File: config.mk
export PLATFORM = sky130hd
export DESIGN_NAME = dxr_ctrl
export DESIGN_NICKNAME = d
export VERILOG_FILES = /design/src/sv/dxr_pkg.sv /design/src/sv/dxr_ctrl.sv
export SDC_FILE = /design/constraint.sdc
export NUM_CORES = 1
export LEC_CHECK = 0
export ABC_CLOCK_PERIOD_IN_PS = 2050
export BUFFER_PORTS_ARGS = -buffer_cell sky130_fd_sc_hd__buf_2
export CAP_MARGIN = 15
export CORE_MARGIN = 2
export CORE_UTILIZATION = 44
export DETAILED_ROUTE_END_ITERATION = 10
export GPL_TIMING_DRIVEN = 0
export PLACE_DENSITY = 0.77
export REMOVE_ABC_BUFFERS = 1
export SETUP_SLACK_MARGIN = 0.15
export SYNTH_ARGS = -nofsm -noshare
export SYNTH_HDL_FRONTEND = slang
export SYNTH_SLANG_ARGS = --single-unit
File: constraint.sdc
create_clock -name clk -period 2.05 [get_ports clk]
set_clock_uncertainty 0.1 [all_clocks]
set_input_delay 0.3075 -clock clk [delete_from_list [all_inputs] [get_ports clk]]
set_output_delay 0.3075 -clock clk [all_outputs]
set_load 0.01 [all_outputs]
File: src/sv/dxr_pkg.sv
// Shared constants, word layouts and controller/datapath command types
// for the DXR route lookup engine. No dependencies.
`default_nettype none

package dxr_pkg;

  // Table geometry
  localparam int CHUNK_BITS   = 18;
  localparam int RANGE_DEPTH  = 65536;
  localparam int HOP_DEPTH    = 4096;
  localparam int DIRECT_DEPTH = 1 << CHUNK_BITS;
  localparam int OFFSET_BITS  = 32 - CHUNK_BITS;
  localparam int RANGE_AW     = $clog2(RANGE_DEPTH);
  localparam int HOP_AW       = $clog2(HOP_DEPTH);

  // Entry layouts
  localparam int ENTRY_W      = 32;
  localparam int POINTER_BITS = 20;
  localparam int COUNT_BITS   = 12;
  localparam int START_W      = 16;
  localparam int RHOP_W       = 16;
  localparam int HOP_W        = 32;
  localparam int ADDR_W       = 32;

  // Index compares run one bit above the pointer width
  localparam int IDX_W = POINTER_BITS + 1;
  localparam logic [IDX_W-1:0] DIRECT_LIMIT = IDX_W'(DIRECT_DEPTH);
  localparam logic [IDX_W-1:0] RANGE_LIMIT  = IDX_W'(RANGE_DEPTH);
  localparam logic [IDX_W-1:0] HOP_LIMIT    = IDX_W'(HOP_DEPTH);

  // Offset compare width covers both the address offset and a range start
  localparam int OFF_CMP_W = (OFFSET_BITS > START_W) ? OFFSET_BITS : START_W;

  // Search bound
  localparam int SEARCH_STEPS = 13;
  localparam int STEP_W       = $clog2(SEARCH_STEPS + 1);

  // Stream widths
  localparam int IN_FIELDS_W = ADDR_W + POINTER_BITS + COUNT_BITS + POINTER_BITS
                             + START_W + RHOP_W + HOP_W;
  localparam int IN_DATA_W   = ((IN_FIELDS_W + 7) / 8) * 8;
  localparam int IN_PAD_W    = IN_DATA_W - IN_FIELDS_W;
  localparam int OUT_DATA_W  = HOP_W;

  typedef enum logic [1:0] {
    KIND_LOOKUP = 2'd0,
    KIND_DIRECT = 2'd1,
    KIND_RANGE  = 2'd2,
    KIND_HOP    = 2'd3
  } kind_t;

  // Input word, first field in the lowest bits
  typedef struct packed {
    logic [IN_PAD_W-1:0]     pad;
    logic [HOP_W-1:0]        hop_value;
    logic [RHOP_W-1:0]       range_hop_index;
    logic [START_W-1:0]      range_start;
    logic [POINTER_BITS-1:0] chunk_pointer;
    logic [COUNT_BITS-1:0]   chunk_range_count;
    logic [POINTER_BITS-1:0] write_index;
    logic [ADDR_W-1:0]       lookup_address;
  } in_word_t;

  // Controller to datapath
  typedef struct packed {
    logic wr;          // write table entry from the input word
    logic lkp_start;   // latch address, read direct table
    logic dir_load;    // latch direct entry, reset search window
    logic mid_rd;      // latch probe, read range at base + mid
    logic item_load;   // latch probed range entry
    logic next_rd;     // read range at base + mid + 1
    logic below_load;  // latch compare against next range start
    logic narrow;      // shrink search window
    logic hidx_item;   // take hop index from probed range
    logic hop_rd;      // read hop table, clear error
    logic set_err;     // flag error result
    logic out_load;    // load output register
  } cmd_t;

  // Datapath to controller
  typedef struct packed {
    logic count_zero;
    logic steps_done;
    logic mid_bad;
    logic mid_last;
    logic next_bad;
    logic hit;
    logic hop_bad;
  } sts_t;

endpackage

`default_nettype wire

File: src/sv/dxr_ctrl.sv
// Controller of the DXR route lookup: sequences table writes, the direct
// read, the bounded binary search and the hop read. Depends on dxr_pkg.
`default_nettype none

module dxr_ctrl (
  input  wire logic           clk,
  input  wire logic           rst_n,
  input  wire logic           in_tvalid,
  input  wire dxr_pkg::kind_t kind,
  output logic                in_tready,
  output logic                out_tvalid,
  input  wire logic           out_tready,
  input  wire dxr_pkg::sts_t  sts,
  output dxr_pkg::cmd_t       cmd
);
  import dxr_pkg::*;

  typedef enum logic [7:0] {
    S_IDLE = 8'b0000_0001,
    S_DIR  = 8'b0000_0010,
    S_MID  = 8'b0000_0100,
    S_RD1  = 8'b0000_1000,
    S_RD2  = 8'b0001_0000,
    S_CMP  = 8'b0010_0000,
    S_HOP  = 8'b0100_0000,
    S_EMIT = 8'b1000_0000
  } state_t;

  state_t state_r, state_nxt;
  logic   out_valid_r, out_valid_nxt;
  logic   accept;
  logic   out_free;

  assign in_tready = (state_r == S_IDLE);
  assign accept    = in_tvalid && in_tready;
  assign out_free  = !out_valid_r || out_tready;

  // Next state and commands
  always_comb begin
    state_nxt = state_r;
    cmd       = '0;
    case (state_r)
      S_IDLE: begin
        if (accept) begin
          if (kind == KIND_LOOKUP) begin
            cmd.lkp_start = 1'b1;
            state_nxt     = S_DIR;
          end else begin
            cmd.wr = 1'b1;
          end
        end
      end
      S_DIR: begin
        cmd.dir_load = 1'b1;
        state_nxt    = sts.count_zero ? S_HOP : S_MID;
      end
      S_MID: begin
        if (sts.steps_done || sts.mid_bad) begin
          cmd.set_err = 1'b1;
          state_nxt   = S_EMIT;
        end else begin
          cmd.mid_rd = 1'b1;
          state_nxt  = S_RD1;
        end
      end
      S_RD1: begin
        cmd.item_load = 1'b1;
        if (sts.mid_last) begin
          state_nxt = S_CMP;
        end else if (sts.next_bad) begin
          cmd.set_err = 1'b1;
          state_nxt   = S_EMIT;
        end else begin
          cmd.next_rd = 1'b1;
          state_nxt   = S_RD2;
        end
      end
      S_RD2: begin
        cmd.below_load = 1'b1;
        state_nxt      = S_CMP;
      end
      S_CMP: begin
        if (sts.hit) begin
          cmd.hidx_item = 1'b1;
          state_nxt     = S_HOP;
        end else begin
          cmd.narrow = 1'b1;
          state_nxt  = S_MID;
        end
      end
      S_HOP: begin
        if (sts.hop_bad) begin
          cmd.set_err = 1'b1;
        end else begin
          cmd.hop_rd = 1'b1;
        end
        state_nxt = S_EMIT;
      end
      S_EMIT: begin
        // Hold until the output register frees up
        if (out_free) begin
          cmd.out_load = 1'b1;
          state_nxt    = S_IDLE;
        end
      end
      default: begin
        state_nxt = S_IDLE;
      end
    endcase
  end

  // Output valid: set on load, drop when taken
  always_comb begin
    out_valid_nxt = out_valid_r;
    if (cmd.out_load) begin
      out_valid_nxt = 1'b1;
    end else if (out_tready) begin
      out_valid_nxt = 1'b0;
    end
  end

  always_ff @(posedge clk) begin
    if (!rst_n) begin
      state_r     <= S_IDLE;
      out_valid_r <= 1'b0;
    end else begin
      state_r     <= state_nxt;
      out_valid_r <= out_valid_nxt;
    end
  end

  assign out_tvalid = out_valid_r;

endmodule

`default_nettype wire

==> results of run 1 <==
-- cells by family (layout without fill, tap and decap cells) --
group                  after synthesis  in the layout  synth area share (%)
flip-flops                           9              9                  30.5
AO/OA/AOI/OAI                       11             11                  13.3
buffers and inverters                4             43                  3.81
AND/OR/NAND/NOR                     43             43                  49.4
XOR/XNOR                             2              2                  2.97
-- where the power goes --
group	internal, mW	total (mW)	switching (mW)
logic	0.0345	0.0678	0.0334
clock network	0.0752	0.141	0.0653
registers	0.175	0.176	0.00169
total	0.284	0.385	0.100
-- cells in the final DEF (no fill, tap or decap), drive strengths merged --
cell type  count
or2b           1
a21boi         2
nand3          1
nor2b          7
a31oi          1
nand3b         2
xnor2          2
o21ai          2
o31a           1
nor2           6
nand2b         1
nor3           4
o2111ai        1
o21a           1
inv            2
and4b          2
or4            1
nor4bb         1
nor4b          3
o221ai         1
dfxtp          9
o22ai          1
nor3b          1
a22oi          1
nor4           2
and2           4
clkbuf         4
buf           37
and3           1
nand2          5
or3            1
-- synth_stat cells --
master	number	area share, %
nor2b_1	7	7.4
nor3_1	4	3.4
and2_1	4	4.2
nor4_4	1	3.6
or3_4	1	1.9
o2111ai_1	1	1.5
o221ai_1	1	1.5
nor4b_1	2	3.0
a31oi_1	1	1.1
or2b_2	1	1.5
or4_4	1	1.9
nand3b_1	2	2.5
nand2b_1	1	1.1
and3_1	1	1.1
a22oi_1	1	1.3
and4b_1	2	3.4
xnor2_1	2	3.0
nand2_1	5	3.2
nand3_1	1	0.85
o31a_1	1	1.5
nor4_1	1	1.1
inv_1	2	1.3
dfxtp_1	9	31
nor3b_1	1	1.3
o21ai_0	2	1.7
nor2_1	6	3.8
o21a_1	1	1.3
nor4b_2	1	2.5
nor4bb_1	1	1.7
buf_4	2	2.5
o22ai_1	1	1.1
a21boi_0	2	2.5
-- flip-flops by register name (all words and copies together), names as in the netlist --
name and flops:
out_tvalid 1, state_r 8
-- final cells by class --
cell class              count  area, µm²  area share [%]
multi-input cells          56        453            49.0
repair buffers             37        225            24.4
flip-flops and latches      9        194            21.0
clock buffers               4       26.3            2.84
well taps                  15       18.8            2.03
inverters                   2       7.51           0.812
-- layer usage --
metal	GRT usage (%)	routed length (µm)	up-vias
met1	28.0	695	304
met5	0	0	-
met2	37.3	969	28
met3	9.78	108	4
li1	-	-	332
met4	7.50	27	0
-- how the worst max path moves through the flow --
stage	start	endpoint	slack, ns	cells after the start
after detailed placement	state_r[2]	cmd[4]	-0.05	4
after CTS	state_r[1]	cmd[8]	-0.19	4
after global placement	state_r[2]	cmd[4]	-0.05	4
final	state_r[1]	cmd[8]	-0.26	4
after global routing	state_r[4]	cmd[8]	-0.31	4
after floorplan	state_r[0]	cmd[6]	0.14	4
-- worst reg2reg max path, stage by stage, from the launching register on --
cell and delay [ns]:
dfxtp_2 0.32, or4_4 0.56, buf_4 0.16, nor3_4 0.13, nand2_2 0.08, buf_4 0.14
buf_4 0.13, nor4b_4 0.24
-- timing repair --
item / CTS / global route
endpoints found under the setup margin: 13 / 15
buffers inserted: 6 / 5
gates resized for setup: 11 / 13
pin swaps: 7 / 6
endpoints found under the hold margin: 0 / 0
-- metrics by stage --
step	cell area (µm²)	TNS (ns)	hold WS, ns	setup WS [ns]
2_1_floorplan	576	0	0.278	0.142
3_3_place_gp	724	-0.0495	0.393	-0.0495
3_5_place_dp	724	-0.0504	0.420	-0.0504
4_1_cts	841	-0.827	0.145	-0.192
5_1_grt	925	-1.50	0.150	-0.311
6_report	925	-0.932	0.164	-0.256
==> results.ini, run 1 <==
[run_status]
status=complete, but fails checks
violations=setup timing

[route]
ant_nets=0
wl_per_cell_um=14.6
vias_per_cell=5.43
dr_total_vias=668
drtIter0Drc=4
drtPass1Iterations=4
finalWirelength_um=1800
remaining_drc_errors=0

[floorplanning]
core.rowCount=13
io_pins=27
fp.coreArea_mm2=0.00127
die_width_um=40.6
die_height_um=40.6
initial_core_util_pct=46.5
die-area_mm2=0.00165

[setup_path]
crit_path_end_kind=output port
r2r_start=state_r[1]
critPathLaunchType=flop
r2r_end=state_r[4]
max_stage_delay_ns=0.56
r2r_slack_ns=0.09
crit_chain=or4_4, or3_4, nor4_4, buf_2
arrival_ns=1.90
crit_fanout=3
critical_path.top_delay_family=simple AND/OR/NAND/NOR gates
r2r.worst_path.cells=7
worstSetupPathType=reg -> out
cp.required_ns=1.64
crit_buf_inv=1
cp_slowest_cell=or4_4

[placed_design]
portBuffers=26
place_congestion=0.827
dp.cells=108

[grt]
first_global_vias=565
antenna_found_initial=0
grt_max_degree=10
grt_remaining_overflow=0
grt_pass1_wl_um=2430
grt_use_total_pct=23.3

[layout]
area_delta_synth_final_pct=56.6
fillCellCount=93
drive_gt1_share_pct=56.5
antennaDiodeCount=0
final_net_count=122
final_util_pct=72.9
layoutNonFillerInstCount=123

[pwr]
p_total_mw=0.385
leakagePower_nw=0.421
vdd_drop_max_mv=0.283
powerDensity_mw_per_mm2=416

[cts]
worst_skew_pair.late_latency_ns=0.26
cts_made_buffers=3
root_buffer=clkbuf_4
cts_buffer_depth=2
clk_pin_slew_ns=0.06
ctsHoldBuffers=0
clkSinkCount=9
cts_tree=built
h-tree-depth=1

[logic_synthesis]
netlist_instances=69
synth_warnings=0
synth_cell_types=32
ys_seq_area_share_pct=30.5
syn_area_per_cell_um2=8.56
synth_area_um2=591
ys_ff_latch=9

[hold_path]
min_from=sts[2]
whs_path_depth=2
hold_end=state_r[4]
min_path_type=in -> reg

[timing]
setup_viol=6
worst_slew_pin_slew_ns=0.327
hold_violations=0
slew_violations=0
fin_crit_sh_pct=113
post-route-min-period_ns=2.31
slew_headroom_pct=77.9
fmax_mhz=434
setup_slack_ns=-0.256
rsz0062_at_grt=yes

[run]
drv_cap=0

Power figures use the tool's default switching activity.
==> inputs of run 2 (changes only) <==
Settings changed: BUFFER_PORTS_ARGS -buffer_cell sky130_fd_sc_hd__buf_2 to -buffer_cell sky130_fd_sc_hd__clkbuf_2, CAP_MARGIN 15 to 20, CORE_AREA from default to 2 2 39 41, CORE_MARGIN 2 to default, CORE_UTILIZATION 44 to default, CTS_BUF_LIST from default to sky130_fd_sc_hd__clkbuf_4, DIE_AREA from default to 0 0 41 43.
==> run 2 against run 1 <==
Effect of this change: the flow still finishes with violations (setup timing); critical path depth unchanged; highest routed layer unchanged; sequential share of layout area increased by 0.84 points; core utilization decreased by 8.2 points.
==> results.ini, run 2 (same netlist as run 1, synthesis figures left out) <==
[timing]
setup_slack_ns=-0.234  ; +0.0221 ns
hold_violations=0  ; unchanged
fin_tns_setup_ns=-0.553  ; +0.380 ns
rsz0062_at_grt=yes
setup_viol=6  ; unchanged
fmax_mhz=438  ; +0.97%
worst_slew_pin_slew_ns=0.386  ; +0.0591 ns
slew_headroom_pct=74.2  ; -3.7 points
fin_crit_sh_pct=111  ; -1.1 points
slew_violations=0  ; unchanged
post-route-min-period_ns=2.28  ; -0.0221 ns

[layout]
antennaDiodeCount=0  ; unchanged
largest_register_ffs=8  ; unchanged
final_common_cell=clkbuf_2
final_cell_mix=18 x clkbuf_2, 7 x buf_4, 6 x nor2b_1, 6 x nor2_1, 6 x buf_2
regMostFlops=state_r
final_net_count=118  ; -3.3%
area_delta_synth_final_pct=51.5
drive_gt1_share_pct=53.8  ; -2.6 points
layoutNonFillerInstCount=120  ; -2.4%

[run_status]
status=complete, but fails checks
violations=setup timing

[pwr]
netSwitchingFraction_pct=26.4  ; +0.32 points
p_switching_mw=0.105  ; +4.2%
vdd_drop_max_mv=0.282  ; -0.14%
power.internal_mw=0.292  ; +2.5%
combPwrFrac_pct=15.3  ; -2.3 points
powerDensity_mw_per_mm2=443  ; +6.4%
leakagePower_nw=0.395  ; -6.2%
p_total_mw=0.396  ; +3.0%
pwr-share-clk_pct=40.6  ; +4.1 points
seq_power_share_pct=44.1  ; -1.7 points

[setup_path]
r2r.worst_path.cells=4  ; -3
worstSetupPathType=reg -> out
r2r_slack_ns=0.09  ; about the same
crit_fanout=7  ; +4
crit_path_end_kind=output port
arrival_ns=1.88  ; -0.02 ns
r2r_end=state_r[0]
r2r_start=state_r[4]
critPathLaunchType=flop
crit_start=state_r[4]
cp.required_ns=1.64  ; about the same

[floorplanning]
die_width_um=41  ; +0.90%
core.rowCount=14  ; +1
io_pins=27  ; unchanged
initial_core_util_pct=42.7  ; -3.9 points
die_height_um=43  ; +5.8%
fp.coreArea_mm2=0.00138  ; +9.1%
die-area_mm2=0.00176  ; +6.8%

[route]
finalWirelength_um=1590  ; -12%
ant_nets=0  ; unchanged
drtPass1Iterations=4  ; unchanged
vias_per_cell=5.39  ; -0.72%
remaining_drc_errors=0  ; unchanged
wl_per_cell_um=13.2  ; -9.6%
drtIter0Drc=15  ; +11
dr_total_vias=647  ; -3.1%

[cts]
clkSinkCount=9  ; unchanged
cts_tree=built
clk_pin_slew_ns=0.06  ; about the same
worst_skew_pair.late_latency_ns=0.27  ; about the same
h-tree-depth=1  ; unchanged
ctsHoldBuffers=0  ; unchanged
root_buffer=clkbuf_4
cts_made_buffers=3  ; unchanged
cts_buffer_depth=2  ; unchanged

[grt]
antenna_found_initial=0  ; unchanged
first_global_vias=568  ; +0.53%
grt_max_degree=10  ; unchanged
grt_use_total_pct=19.8  ; -3.5 points
grt_remaining_overflow=0  ; unchanged
grt_pass1_wl_um=2330  ; -4.0%

[placed_design]
place_congestion=0.776  ; -6.2%
place_ws_ns=-0.0127  ; +0.0377 ns
dp.cells=109  ; +0.93%
place_hpwl_um=1050
portBuffers=26  ; unchanged

[hold_path]
whs_path_depth=2  ; unchanged
min_path_type=in -> reg
hold_end=state_r[4]
min_from=sts[2]

[run]
drv_cap=0  ; unchanged

run 2: cell count changes in the layout (fill, tap and decap cells not counted), sizes merged:
cell	previous run	this run
buf	37	15
clkbuf	4	22
run 2: area by class of cell:
cell class                 count  area [µm²]
sequential                     9         195
fill                         120         489
clock buffer                   4        30.0
multi-input combinational     56         447
timing repair buffer          33         195
inverter                       2        7.51
tap                           16        20.0
run 2: repair_timing:
item,4_1_cts,5_1_grt
setup buffers,2,5
endpoints found under the hold margin,0,0
resized for setup,6,25
endpoints found under the setup margin,13,14
pin swaps,2,6
run 2: how the worst max path moves through the flow:
stage	cells after the start	slack [ns]	end
2_1_floorplan	4	0.14	cmd[6]
3_3_place_gp	4	0.005	cmd[4]
3_5_place_dp	4	-0.01	cmd[4]
4_1_cts	4	-0.24	cmd[8]
5_1_grt	4	-0.27	cmd[8]
6_report	4	-0.23	cmd[8]
run 2: metal layers:
layer / wire length [µm] / part of all wire, % / GRT usage, %
met5: 0 / 0 / 0
met4: 50 / 3.2 / 16.0
met3: 72 / 4.5 / 3.14
met2: 811 / 51 / 30.3
met1: 652 / 41 / 22.5
run 2: metrics by stage:
stage	hold WS [ns]	instance area, µm²	util [%]
after floorplan	0.278	576	-
after global placement	0.397	726	52.4
after detailed placement	0.418	726	52.4
after CTS	0.128	792	57.2
after global routing	0.145	895	64.6
final	0.144	895	64.6
run 2: power by group through the flow:
stage                     Combinational (mW)  Clock [mW]  Sequential, mW
after floorplan                       0.0254           0           0.183
after global placement                0.0491           0           0.183
after detailed placement              0.0509           0           0.183
after CTS                             0.0566       0.166           0.179
after global routing                  0.0661       0.174           0.175
final                                 0.0606       0.161           0.175
run 2: worst max-delay path, cell delays in order (launching register included):
cell,delay (ns)
dfxtp_4,0.37
or4_4,0.57
or3_4,0.37
nor4_4,0.14
buf_2,0.17
==> inputs of run 3 (changes only) <==
Settings changed: CELL_PAD_IN_SITES_DETAIL_PLACEMENT from default to 0, CELL_PAD_IN_SITES_GLOBAL_PLACEMENT from default to 1, CORE_AREA 2 2 39 41 to default, CORE_MARGIN from default to 2, CORE_UTILIZATION from default to 33, DIE_AREA 0 0 41 43 to default, PLACE_DENSITY 0.77 to 0.8.
==> run 3 against run 2 <==
Effect of this change: the flow still finishes with violations (setup timing); non-clock buffer count up 4; setup slack better by 0.071 ns; final area grew 4.9%; core utilization decreased by 9.7 points; count of clock-buffer cells in the layout did not move; critical endpoint unchanged; highest routed layer unchanged.
==> results.ini, run 3 (same netlist as run 1, synthesis figures left out) <==
[setup_path]
crit_fanout=3  ; -4
max_stage_delay_ns=0.55  ; -0.02 ns
critical_path.top_delay_family=simple AND/OR/NAND/NOR gates
crit_chain=or4_4, or3_4, nor4_4, buf_2
arrival_ns=1.81  ; -0.07 ns
crit_path_end_kind=output port
worstSetupPathType=reg -> out
crit_buf_inv=1  ; unchanged
cp_slowest_cell=or4_4
critPathLaunchType=flop
cp.required_ns=1.64  ; about the same

[cts]
clkSinkCount=9  ; unchanged
root_buffer=clkbuf_4
h-tree-depth=1  ; unchanged
cts_buffer_depth=2  ; unchanged
clk_pin_slew_ns=0.06  ; about the same
worst_skew_pair.late_latency_ns=0.27  ; about the same
cts_tree=built
cts_made_buffers=3  ; unchanged

[pwr]
powerDensity_mw_per_mm2=420  ; -5.1%
vdd_drop_max_mv=0.395  ; +40%
p_total_mw=0.394  ; -0.46%
leakagePower_nw=0.427  ; +8.2%

[route]
finalWirelength_um=1560  ; -1.7%
drtIter0Drc=5  ; -10
wl_per_cell_um=11.7  ; -11%
vias_per_cell=4.95  ; -8.2%
remaining_drc_errors=0  ; unchanged
ant_nets=0  ; unchanged
drtPass1Iterations=2  ; -2
dr_total_vias=658  ; +1.7%

[floorplanning]
fp.coreArea_mm2=0.00171  ; +23%
io_pins=27  ; unchanged
die_width_um=46.3  ; +13%
die_height_um=46.3  ; +7.7%
initial_core_util_pct=34.6  ; -8.1 points
core.rowCount=15  ; +1
die-area_mm2=0.00214  ; +22%

[hold_path]
min_path_type=in -> reg

[timing]
setup_slack_ns=-0.163  ; +0.0712 ns
slew_violations=0  ; unchanged
hold_violations=0  ; unchanged
holdWs_ns=0.173  ; +0.0291 ns
fin_crit_sh_pct=108  ; -3.5 points
post-route-min-period_ns=2.21  ; -0.0712 ns
setup_viol=6  ; unchanged
slew_headroom_pct=76.8  ; +2.6 points
worst_slew_pin_slew_ns=0.347  ; -0.0389 ns
rsz0062_at_grt=yes
fmax_mhz=452  ; +3.2%

[layout]
final_cell_mix=19 x clkbuf_2, 10 x buf_4, 6 x nor2b_1, 6 x buf_2, 5 x nor2_1
drive_gt1_share_pct=55.6  ; +1.7 points
final_net_count=122  ; +3.4%
largest_register_ffs=8  ; unchanged
seqCellArea_um2=195  ; unchanged
area_delta_synth_final_pct=58.9
antennaDiodeCount=0  ; unchanged
fillCellCount=165  ; +38%
multi_input_area_um2=452  ; +1.1%
layoutNonFillerInstCount=133  ; +11%
regMostFlops=state_r
final_common_cell=clkbuf_2

[grt]
antenna_found_initial=0  ; unchanged
grt_max_degree=10  ; unchanged
grt_use_total_pct=16.2  ; -3.6 points
first_global_vias=569  ; +0.18%
grt_pass1_wl_um=2420  ; +3.8%
grt_remaining_overflow=0  ; unchanged

[placed_design]
portBuffers=26  ; unchanged
place_congestion=0.657  ; -15%
place_ws_ns=-0.0365  ; -0.0238 ns
dp.cells=118  ; +8.3%
place_hpwl_um=1030  ; -1.9%

[run_status]
violations=setup timing
status=complete, but fails checks

[run]
drv_cap=0  ; unchanged

run 3: changes by cell type in the layout (fill, tap and decap cells not counted), sizes merged:
cell,delta
buf,+3
clkbuf,+1
run 3: worst paths after layout:
path	from	end	slack (ns)	depth (start not counted)
setup / recovery	state_r[0]	cmd[8]	-0.16	4
hold / removal	sts[2]	state_r[4]	0.17	2
setup reg to reg	state_r[0]	state_r[0]	0.19	4
hold reg to reg	out_tvalid	out_tvalid	0.42	2
run 3: power breakdown:
part           leakage, nW  internal [mW]  switching, mW
clock network       0.0184         0.0884         0.0647
registers           0.0757          0.173        0.00155
logic                0.333         0.0339         0.0324
run 3: repair_timing:
action                                 CTS  global route
resized for setup                       17            13
pin swaps                                7             6
hold buffers                             0             0
setup endpoints to repair               13            14
setup buffers                            7             4
endpoints found under the hold margin    0             0
run 3: per-layer routing:
layer / global-route usage [%] / wire length (µm) / vias up
met5: 0 / 0 / -
met4: 1.71 / 13 / 0
met3: 7.06 / 91 / 2
met2: 26.1 / 755 / 21
met1: 20.6 / 699 / 304
li1: - / - / 331
run 3: layout make-up:
cell class	count	area share, %
multi-input cells	56	48.1
repair buffers	37	23.7
flip-flops and latches	9	20.8
well taps	25	3.33
clock buffers	4	3.20
inverters	2	0.800
run 3: metrics by stage:
stage                     setup TNS [ns]  utilization (%)  cell area, µm²
after floorplan                        0                -             576
after global placement           -0.0440             43.2             737
after detailed placement         -0.0398             43.2             737
after CTS                         -0.962             51.5             880
after global routing               -1.06             54.9             938
final                             -0.554             54.9             938
run 3: worst reg2reg max path: cells and delay by family, from the launching register on:
family          cells  cell delay, ns
compound gates      2            0.40
flops               1            0.32
simple gates        2            0.91
